===== config.mk =====
export PLATFORM = sky130hd
export DESIGN_NAME = pcm_downmix_linear_resampler_top
export DESIGN_NICKNAME = d
export VERILOG_FILES = /design/src/hdl/dmrs_pkg.sv /design/src/hdl/dmrs_decode.sv /design/src/hdl/dmrs_interp.sv /design/src/hdl/pcm_downmix_linear_resampler_top.sv
export SDC_FILE = /design/constraint.sdc
export NUM_CORES = 2
export LEC_CHECK = 0
export BUFFER_PORTS_ARGS = -buffer_cell sky130_fd_sc_hd__buf_2
export CELL_PAD_IN_SITES_DETAIL_PLACEMENT = 1
export CELL_PAD_IN_SITES_GLOBAL_PLACEMENT = 2
export CORE_MARGIN = 2
export CORE_UTILIZATION = 41
export CTS_CLUSTER_DIAMETER = 40
export DETAILED_ROUTE_END_ITERATION = 6
export PLACE_DENSITY = 0.8
export SYNTH_ARGS = -nofsm -noshare
export SYNTH_HDL_FRONTEND = slang
export SYNTH_SLANG_ARGS = --single-unit

===== constraint.sdc =====
create_clock -name clock -period 14 [get_ports clock]
set_input_delay 4.2 -clock clock [delete_from_list [all_inputs] [get_ports clock]]
set_output_delay 4.2 -clock clock [all_outputs]
set_load 0.01 [all_outputs]

===== src/hdl/dmrs_pkg.sv =====
`timescale 1ns / 1ps

package dmrs_pkg;

   // sample precision: signed fixed point with SAMPLE_BITS-1 fraction bits
   localparam int SAMPLE_BITS = 24;
   localparam int FRAC_BITS   = SAMPLE_BITS - 1;
   localparam int SMP_W       = SAMPLE_BITS + 1;   // holds exactly +-1.0
   localparam int DEC_W       = SAMPLE_BITS + 3;   // holds +-4.0 after float decode
   localparam int MIX_W       = DEC_W + 1;
   localparam int DIFF_W      = SMP_W + 1;
   localparam int RAW_W       = 32;

   // read position, unsigned with 24 fraction bits
   localparam int OFS_FRAC    = 24;
   localparam int OFS_W       = 30;
   localparam int RATIO_W     = 28;
   localparam int MUL_OFS_W   = OFS_FRAC + 1;      // offset is at most 1.0 inside the loop
   localparam int PROD_W      = MUL_OFS_W + 1 + DIFF_W;
   localparam int STEP_W      = PROD_W - OFS_FRAC;

   localparam logic [OFS_W-1:0] ONE_OFS = OFS_W'(1) << OFS_FRAC;
   localparam logic signed [SMP_W-1:0] ONE_SAMPLE = SMP_W'(1) << FRAC_BITS;
   localparam logic [DEC_W-2:0] FLOAT_LIMIT = (DEC_W-1)'(1) << (FRAC_BITS + 2);

   localparam int DEFAULT_MAX_RUN = 64;

   // configuration register indexes
   localparam int CSR_IDX_W = 2;
   localparam logic [CSR_IDX_W-1:0] CSR_SAMPLE_FORMAT = 2'd0;
   localparam logic [CSR_IDX_W-1:0] CSR_STEREO_MIX    = 2'd1;
   localparam logic [CSR_IDX_W-1:0] CSR_STEP_RATIO    = 2'd2;

   localparam logic [RATIO_W-1:0] RATIO_RESET = RATIO_W'(1) << OFS_FRAC;

   typedef enum logic [1:0] {
      FMT_FLOAT32 = 2'd0,
      FMT_PCM16   = 2'd1,
      FMT_PCM24   = 2'd2,
      FMT_PCM32   = 2'd3
   } fmt_type;

   typedef enum logic [2:0] {
      ST_IDLE,
      ST_DEC_L,
      ST_DEC_R,
      ST_TEST,
      ST_MUL,
      ST_ROUND,
      ST_EMIT,
      ST_FINISH
   } state_type;

   // request to the shared interpolation multiplier
   typedef struct packed {
      logic                     load;
      logic [MUL_OFS_W-1:0]     offset;
      logic signed [DIFF_W-1:0] diff;
   } mul_req_type;

endpackage


===== src/hdl/dmrs_decode.sv =====
`timescale 1ns / 1ps

module dmrs_decode import dmrs_pkg::*; (
   input  fmt_type                  fmt,
   input  logic [RAW_W-1:0]         word,
   output logic signed [DEC_W-1:0]  value
);

   logic [7:0]               ex_raw;
   logic [7:0]               ex_eff;
   logic [23:0]              mant;
   logic [4:0]               rs;
   logic [24:0]              rnd_sum;
   logic [DEC_W-2:0]         mag;
   logic signed [DEC_W-1:0]  fval;
   logic [RAW_W:0]           p32;

   always_comb begin
      ex_raw  = word[30:23];
      ex_eff  = (ex_raw == 8'd0) ? 8'd1 : ex_raw;
      mant    = {(ex_raw != 8'd0), word[22:0]};
      rs      = 5'd0;
      rnd_sum = '0;
      if (ex_raw == 8'hFF) begin
         mag = '0;                                 // nan and infinity
      end else if (ex_eff >= 8'd129) begin
         mag = FLOAT_LIMIT;                        // saturate at 4.0
      end else if (ex_eff == 8'd128) begin
         mag = {1'b0, mant, 1'b0};
      end else if (ex_eff == 8'd127) begin
         mag = {2'b00, mant};
      end else if (ex_eff >= 8'd103) begin
         // right shift by 1..24, halves away from zero on the magnitude
         rs      = 5'(8'd127 - ex_eff);
         rnd_sum = {1'b0, mant} + (25'd1 << (rs - 5'd1));
         mag     = {1'b0, rnd_sum >> rs};
      end else begin
         mag = '0;
      end
      fval = word[31] ? -$signed({1'b0, mag}) : $signed({1'b0, mag});
      p32  = {word[31], word} + 33'd128;

      unique case (fmt)
         FMT_FLOAT32: value = fval;
         FMT_PCM16:   value = {{3{word[15]}}, word[15:0], 8'd0};
         FMT_PCM24:   value = {{3{word[23]}}, word[23:0]};
         FMT_PCM32:   value = {{2{p32[RAW_W]}}, p32[RAW_W:8]};
         default:     value = '0;
      endcase
   end

endmodule


===== src/hdl/dmrs_interp.sv =====
`timescale 1ns / 1ps

module dmrs_interp import dmrs_pkg::*; (
   input  logic                     clock,
   input  mul_req_type              mul_req,
   input  logic signed [SMP_W-1:0]  prev_sample,
   output logic signed [SMP_W-1:0]  interp_sample
);

   logic signed [PROD_W-1:0] prod_ff;
   logic signed [PROD_W-1:0] prod_in;
   logic signed [PROD_W-1:0] rnd;
   logic signed [STEP_W-1:0] step;
   logic signed [STEP_W-1:0] sum;

   always_comb begin
      prod_in = mul_req.load ? $signed({1'b0, mul_req.offset}) * mul_req.diff : prod_ff;
      // round to nearest, halves toward plus infinity
      rnd     = prod_ff + $signed(PROD_W'(1) << (OFS_FRAC - 1));
      step    = rnd[PROD_W-1:OFS_FRAC];
      sum     = STEP_W'(prev_sample) + step;
      interp_sample = sum[SMP_W-1:0];
   end

   always_ff @(posedge clock) begin
      prod_ff <= prod_in;
   end

endmodule


===== src/hdl/pcm_downmix_linear_resampler_top.sv =====
`timescale 1ns / 1ps

// Mono downmixing linear-interpolation resampler. Each req transaction carries one audio
// frame (two raw channel words plus silent and restart flags); the block decodes the words
// as float32, pcm16, pcm24 or pcm32 into signed Q1.23, averages them when stereo_mix is set,
// clamps to +-1.0 and then produces zero to MAX_RUN rsp transactions of interpolated
// samples, the final one of a frame flagged by rsp_last. The first frame after reset or a
// restart comes out unchanged as a single transaction. Configuration must be written
// through the csr port while the block is idle (0 sample_format, 1 stereo_mix, 2
// step_ratio); the block itself does not enforce this. One frame is handled at a time
// and req_stall stays high until it is finished. A frame passes accept, left decode,
// right decode and mix and the interpolation test, then multiply, round and hand over
// for each output sample, which rsp_stall can hold, then a last state that updates the
// read position; a run's first frame goes from the test to hand-over and back to idle.

module pcm_downmix_linear_resampler_top import dmrs_pkg::*; #(
   parameter int MAX_RUN = DEFAULT_MAX_RUN
) (
   input  logic                     clock,
   input  logic                     reset,
   // input frames
   input  logic                     req_valid,
   output logic                     req_stall,
   input  logic [RAW_W-1:0]         req_left_raw,
   input  logic [RAW_W-1:0]         req_right_raw,
   input  logic                     req_silent,
   input  logic                     req_restart,
   // output samples
   output logic                     rsp_valid,
   input  logic                     rsp_stall,
   output logic signed [SMP_W-1:0]  rsp_out_sample,
   output logic                     rsp_last,
   // configuration
   input  logic                     csr_write_en,
   input  logic [CSR_IDX_W-1:0]     csr_index,
   input  logic [RATIO_W-1:0]       csr_wdata
);

   localparam int CNT_W = $clog2(MAX_RUN);

   // control
   state_type            state_ff,     state_in;
   fmt_type              fmt_ff,       fmt_in;
   logic                 stereo_ff,    stereo_in;
   logic [RATIO_W-1:0]   ratio_ff,     ratio_in;
   logic                 have_prev_ff, have_prev_in;
   logic                 first_ff,     first_in;
   logic [CNT_W-1:0]     cnt_ff,       cnt_in;
   logic [OFS_W-1:0]     ofs_ff,       ofs_in;
   logic signed [SMP_W-1:0] prev_ff,   prev_in;

   // payload
   logic [RAW_W-1:0]        left_ff,   left_in;
   logic [RAW_W-1:0]        right_ff,  right_in;
   logic                    silent_ff, silent_in;
   logic signed [DEC_W-1:0] acc_ff,    acc_in;
   logic signed [SMP_W-1:0] sample_ff, sample_in;
   logic signed [SMP_W-1:0] out_ff,    out_in;
   logic                    last_ff,   last_in;

   logic [RAW_W-1:0]        dec_word;
   logic signed [DEC_W-1:0] dec_value;
   logic signed [MIX_W-1:0] mix_sum;
   logic signed [DEC_W-1:0] mixed;
   logic [OFS_W-1:0]        ofs_next;
   logic signed [SMP_W-1:0] interp_sample;
   mul_req_type             mul_req;

   // one decoder, used for the left word then the right word
   dmrs_decode u_decode (
      .fmt   (fmt_ff),
      .word  (dec_word),
      .value (dec_value)
   );

   // shared multiplier with registered product and rounding
   dmrs_interp u_interp (
      .clock         (clock),
      .mul_req       (mul_req),
      .prev_sample   (prev_ff),
      .interp_sample (interp_sample)
   );

   assign req_stall      = (state_ff != ST_IDLE);
   assign rsp_valid      = (state_ff == ST_EMIT);
   assign rsp_out_sample = out_ff;
   assign rsp_last       = last_ff;

   assign dec_word = (state_ff == ST_DEC_R) ? right_ff : left_ff;

   always_comb begin
      mul_req.load   = (state_ff == ST_MUL);
      mul_req.offset = ofs_ff[MUL_OFS_W-1:0];
      mul_req.diff   = DIFF_W'(sample_ff) - DIFF_W'(prev_ff);
   end

   always_comb begin
      state_in     = state_ff;
      fmt_in       = fmt_ff;
      stereo_in    = stereo_ff;
      ratio_in     = ratio_ff;
      have_prev_in = have_prev_ff;
      first_in     = first_ff;
      cnt_in       = cnt_ff;
      ofs_in       = ofs_ff;
      prev_in      = prev_ff;
      left_in      = left_ff;
      right_in     = right_ff;
      silent_in    = silent_ff;
      acc_in       = acc_ff;
      sample_in    = sample_ff;
      out_in       = out_ff;
      last_in      = last_ff;

      // average rounds toward minus infinity, then clamp to +-1.0
      mix_sum  = stereo_ff ? (MIX_W'(acc_ff) + MIX_W'(dec_value)) : (MIX_W'(acc_ff) <<< 1);
      mixed    = mix_sum[MIX_W-1:1];
      ofs_next = ofs_ff + OFS_W'(ratio_ff);

      if (csr_write_en) begin
         unique case (csr_index)
            CSR_SAMPLE_FORMAT: fmt_in    = fmt_type'(csr_wdata[1:0]);
            CSR_STEREO_MIX:    stereo_in = csr_wdata[0];
            CSR_STEP_RATIO:    ratio_in  = csr_wdata;
            default: ;
         endcase
      end

      unique case (state_ff)
         ST_IDLE: begin
            if (req_valid) begin
               left_in   = req_left_raw;
               right_in  = req_right_raw;
               silent_in = req_silent;
               cnt_in    = '0;
               first_in  = 1'b0;
               if (req_restart) begin
                  have_prev_in = 1'b0;
               end
               state_in = ST_DEC_L;
            end
         end
         ST_DEC_L: begin
            acc_in   = dec_value;
            state_in = ST_DEC_R;
         end
         ST_DEC_R: begin
            if (silent_ff) begin
               sample_in = '0;
            end else if (mixed > DEC_W'(ONE_SAMPLE)) begin
               sample_in = ONE_SAMPLE;
            end else if (mixed < -DEC_W'(ONE_SAMPLE)) begin
               sample_in = -ONE_SAMPLE;
            end else begin
               sample_in = mixed[SMP_W-1:0];
            end
            state_in = ST_TEST;
         end
         ST_TEST: begin
            if (!have_prev_ff) begin
               // first frame of a run passes straight through
               have_prev_in = 1'b1;
               prev_in      = sample_ff;
               ofs_in       = OFS_W'(ratio_ff);
               out_in       = sample_ff;
               last_in      = 1'b1;
               first_in     = 1'b1;
               state_in     = ST_EMIT;
            end else if (ofs_ff <= ONE_OFS) begin
               state_in = ST_MUL;
            end else begin
               state_in = ST_FINISH;
            end
         end
         ST_MUL: begin
            state_in = ST_ROUND;
         end
         ST_ROUND: begin
            out_in   = interp_sample;
            last_in  = (ofs_next > ONE_OFS) || (cnt_ff == CNT_W'(MAX_RUN - 1));
            ofs_in   = ofs_next;
            cnt_in   = cnt_ff + CNT_W'(1);
            state_in = ST_EMIT;
         end
         ST_EMIT: begin
            if (!rsp_stall) begin
               if (!last_ff) begin
                  state_in = ST_MUL;
               end else if (first_ff) begin
                  state_in = ST_IDLE;
               end else begin
                  state_in = ST_FINISH;
               end
            end
         end
         ST_FINISH: begin
            // a run cut short by the cap drops the rest of the segment
            ofs_in   = (ofs_ff <= ONE_OFS) ? '0 : (ofs_ff - ONE_OFS);
            prev_in  = sample_ff;
            state_in = ST_IDLE;
         end
         default: begin
            state_in = ST_IDLE;
         end
      endcase
   end

   always_ff @(posedge clock) begin
      if (reset) begin
         state_ff     <= ST_IDLE;
         fmt_ff       <= FMT_PCM16;
         stereo_ff    <= 1'b1;
         ratio_ff     <= RATIO_RESET;
         have_prev_ff <= 1'b0;
         first_ff     <= 1'b0;
         cnt_ff       <= '0;
         ofs_ff       <= '0;
         prev_ff      <= '0;
      end else begin
         state_ff     <= state_in;
         fmt_ff       <= fmt_in;
         stereo_ff    <= stereo_in;
         ratio_ff     <= ratio_in;
         have_prev_ff <= have_prev_in;
         first_ff     <= first_in;
         cnt_ff       <= cnt_in;
         ofs_ff       <= ofs_in;
         prev_ff      <= prev_in;
      end
   end

   always_ff @(posedge clock) begin
      left_ff   <= left_in;
      right_ff  <= right_in;
      silent_ff <= silent_in;
      acc_ff    <= acc_in;
      sample_ff <= sample_in;
      out_ff    <= out_in;
      last_ff   <= last_in;
   end

   // a frame is taken only one at a time
   a_one_frame: assert property (@(posedge clock) disable iff (reset)
      req_valid && !req_stall |=> req_stall)
      else $error("frame accepted while another is in progress");

   // interpolated samples never leave the clamped range
   a_range: assert property (@(posedge clock) disable iff (reset)
      rsp_valid |-> (rsp_out_sample <= ONE_SAMPLE) && (rsp_out_sample >= -ONE_SAMPLE))
      else $error("output sample outside +-1.0");

   // the final sample of a frame is not followed straight away by another
   a_last_ends: assert property (@(posedge clock) disable iff (reset)
      rsp_valid && !rsp_stall && rsp_last |=> !rsp_valid)
      else $error("output after final transaction of a frame");

   // the first frame of a run yields exactly one flagged sample
   a_first_direct: assert property (@(posedge clock) disable iff (reset)
      (state_ff == ST_TEST) && !have_prev_ff |=> rsp_valid && rsp_last)
      else $error("first frame not passed through");

endmodule


==> reports/qor.yml <==
tightest_slew_ps: 1150
cts_resized: 0
synth_compound_area_share_pct: 12.7
hp-class: "reg -> reg"
clock_power_share_pct: 19.8
drive_above_1_share_pct: 8.27
path_class: "reg -> reg"
slew_violations: 0
wl_mm: 140
antenna_found_initial: 5
setup_viol: 0
fin_crit_ps: 12020
final_cell_area_mm2: 0.0449
max_freq_ghz: 0.0832
dp_hpwl_mm: 107
first_global_vias: 36660
nets: 5677
cts_buffer_depth: 3
globalRoute.totalOverflow: 0
worst-path-buf-inv: 6
antenna_left: 0
hold_ws_ps: 479
clkSinkCount: 266
ir_worst_vdd_uv: 137
root_buffer: "clkbuf_16"
critPathCaptureType: "flop"
async_flop_share_pct: 0
synth_area_leaders: "fa_1, edfxtp_1, ha_1"
yosysTopAreaCellShare_pct: 27.3
post_drt_wl_per_cell_um: 23.3
status: "finished clean"
synthXorXnorAreaFrac_pct: 4.13
switchingPower_w: 0.00325
multi_input_area_mm2: 0.0305
critPathSlowestCell: "fa_1"
row_count: 115
intPower_w: 0.00358
crit_required_ps: 14320
ctsHoldBuffers: 0
die-area_mm2: 0.102
initialDrtViolationCount: 2264
areaGrowthSynthToFinish_pct: 10.3
cts_tree: "yes"
synth_top_family_by_area: "adder cells"
combPwrFrac_pct: 64.3
grt_max_degree: 73
syn-num-nets: 5651
crit_fanout: 25
period_share_pct: 85.9
start_util_pct: 41.3
synthMuxAreaShare_pct: 2.12
netlist_area_mm2: 0.0407
maxCapViolations: 0
ys_warn_count: 0
synthCells: 4668
grtUsageTotal_pct: 27.8
ys_ff_latch: 266
avgSynthCellArea_um2: 8.71
die_h_um: 319
synthSimpleGateAreaFrac_pct: 18.1
synth.most_common_cell: "nand2_1"
fillers: 11568
finClkSkew_ps: 87.9
io_buffers: 128
yosysUniqueCellTypes: 86
power.density_mw_per_mm2: 152
cts-htree-levels: 2
cp-start-kind: "flop"
tns_ps: 0
drc_errors: 0
netSwitchingFraction_pct: 47.6
path_clk_slew_ps: 50
fp.dieW_um: 319
vias_per_cell: 5.62
p_seq_share_pct: 15.9
drtPass1Iterations: 5
place_area_mm2: 0.0429
p_leak_nw: 20.2
coreArea_mm2: 0.0984
relSlewSlack_pct: 23.2
yosys.area.top_type: "fa_1"
place.gp.congestion: 0.974
hold_viol_final: 0
critical-path-top-delay-family: "compound AO/OA/AOI/OAI gates"
arrival_ps: 12340
rsz0062_at_grt: "false"
synth-seq-area-share_pct: 17.3
synth_fa_ha_area_share_pct: 37.4
regArea_mm2: 0.00702
synthFlopType: "edfxtp_1"
worstSkewPairLatency_ps: 660
cts_setup_buffers: 0
cts_made_buffers: 54
crit_path_frequent_cell: "fa_1"
final_util_pct: 45.6
max_stage_delay_ps: 550
grt_pass1_wl_mm: 219
num_io_pins: 129
vias: 33892
synth_edf_count: 169
synth_common_cells: "nand2_1, inv_1, fa_1"
-- through the flow --
stage                     setup slack (ps)  std cells  power, W
final                                 1980       6028   0.00683
after CTS                             1990       6026   0.00689
after global placement                2390       5925   0.00538
after detailed placement              2160       5925   0.00546
after global routing                  1110       6026   0.00743
after floorplan                       3560       4668   0.00406
-- cells by family after synthesis --
family | count (synthesis)
AND/OR/NAND/NOR | 1560
buffers and inverters | 907
AO/OA/AOI/OAI | 786
multiplexers | 77
flip-flops | 266
XOR/XNOR | 190
adder cells (fa/ha/maj) | 882
-- layout make-up --
type / count / share of cell area, %
Clock buffer: 69 / 3.34
Timing Repair Buffer: 211 / 2.82
Tap cell: 1287 / 3.59
Clock inverter: 32 / 0.962
Antenna cell: 2 / 0.0112
Inverter: 666 / 5.57
Multi-Input combinational cell: 3495 / 68.1
Sequential cell: 266 / 15.6
-- power groups by stage --
| stage | Combinational, W | Sequential [W] | Clock, W |
|---|---|---|---|
| after floorplan | 0.00300 | 0.00106 | 0 |
| after global placement | 0.00428 | 0.00110 | 0 |
| after detailed placement | 0.00436 | 0.00110 | 0 |
| after CTS | 0.00442 | 0.00109 | 0.00139 |
| after global routing | 0.00492 | 0.00109 | 0.00142 |
| final | 0.00439 | 0.00109 | 0.00136 |
-- final timing paths --
kind                startpoint                   end  slack, ps  depth (start not counted)
hold reg to reg     prev_ff[7]            prev_ff[7]        480                          2
setup / recovery  sample_ff[2]  u_interp.prod_ff[48]       1980                         42
setup reg to reg  sample_ff[2]  u_interp.prod_ff[48]       1980                         42
hold / removal      prev_ff[7]            prev_ff[7]        480                          2
-- registers in the layout, summed over array words and instances, names as in the netlist --
| name | count |
|---|---|
| right_ff | 32 |
| ofs_ff | 30 |
| rsp_out_sample | 25 |
| first_ff | 1 |
| prev_ff | 25 |
| cnt_ff | 6 |
| left_ff | 32 |
| sample_ff | 25 |
| fmt_ff | 2 |
| state_ff | 3 |
| acc_ff | 27 |
| ratio_ff | 28 |
| u_interp.prod_ff | 26 |
| rsp_last | 1 |
| silent_ff | 1 |
| stereo_ff | 1 |
| have_prev_ff | 1 |
-- tightest hold or removal path, delay by kind of cell (launching register included) --
kind	cells	cell delay, ps
flops	1	320
simple gates	1	60
compound gates	1	50
-- cell usage in the layout (no fill, tap or decap), types with 59 or more instances in the layout --
cell,netlist,layout
a21o_1,59,59
a21oi_1,205,202
and2_1,230,230
buf_2,12,127
buf_4,0,84
dfxtp_1,97,95
edfxtp_1,169,169
fa_1,554,554
ha_1,328,328
inv_1,666,665
nand2_1,695,695
nand3_1,88,88
nor2_1,229,225
nor3_1,85,84
o21ai_0,154,154
xnor2_1,132,117
-- layer usage --
| layer | up-vias | wire length [µm] | GRT usage [%] |
|---|---|---|---|
| met5 | - | 0 | 0 |
| met4 | 0 | 3290 | 6.77 |
| met3 | 192 | 7960 | 3.89 |
| met2 | 889 | 64900 | 45.6 |
| met1 | 17397 | 64200 | 38.7 |
| li1 | 15414 | - | - |
(Power assumes the default switching activity.)
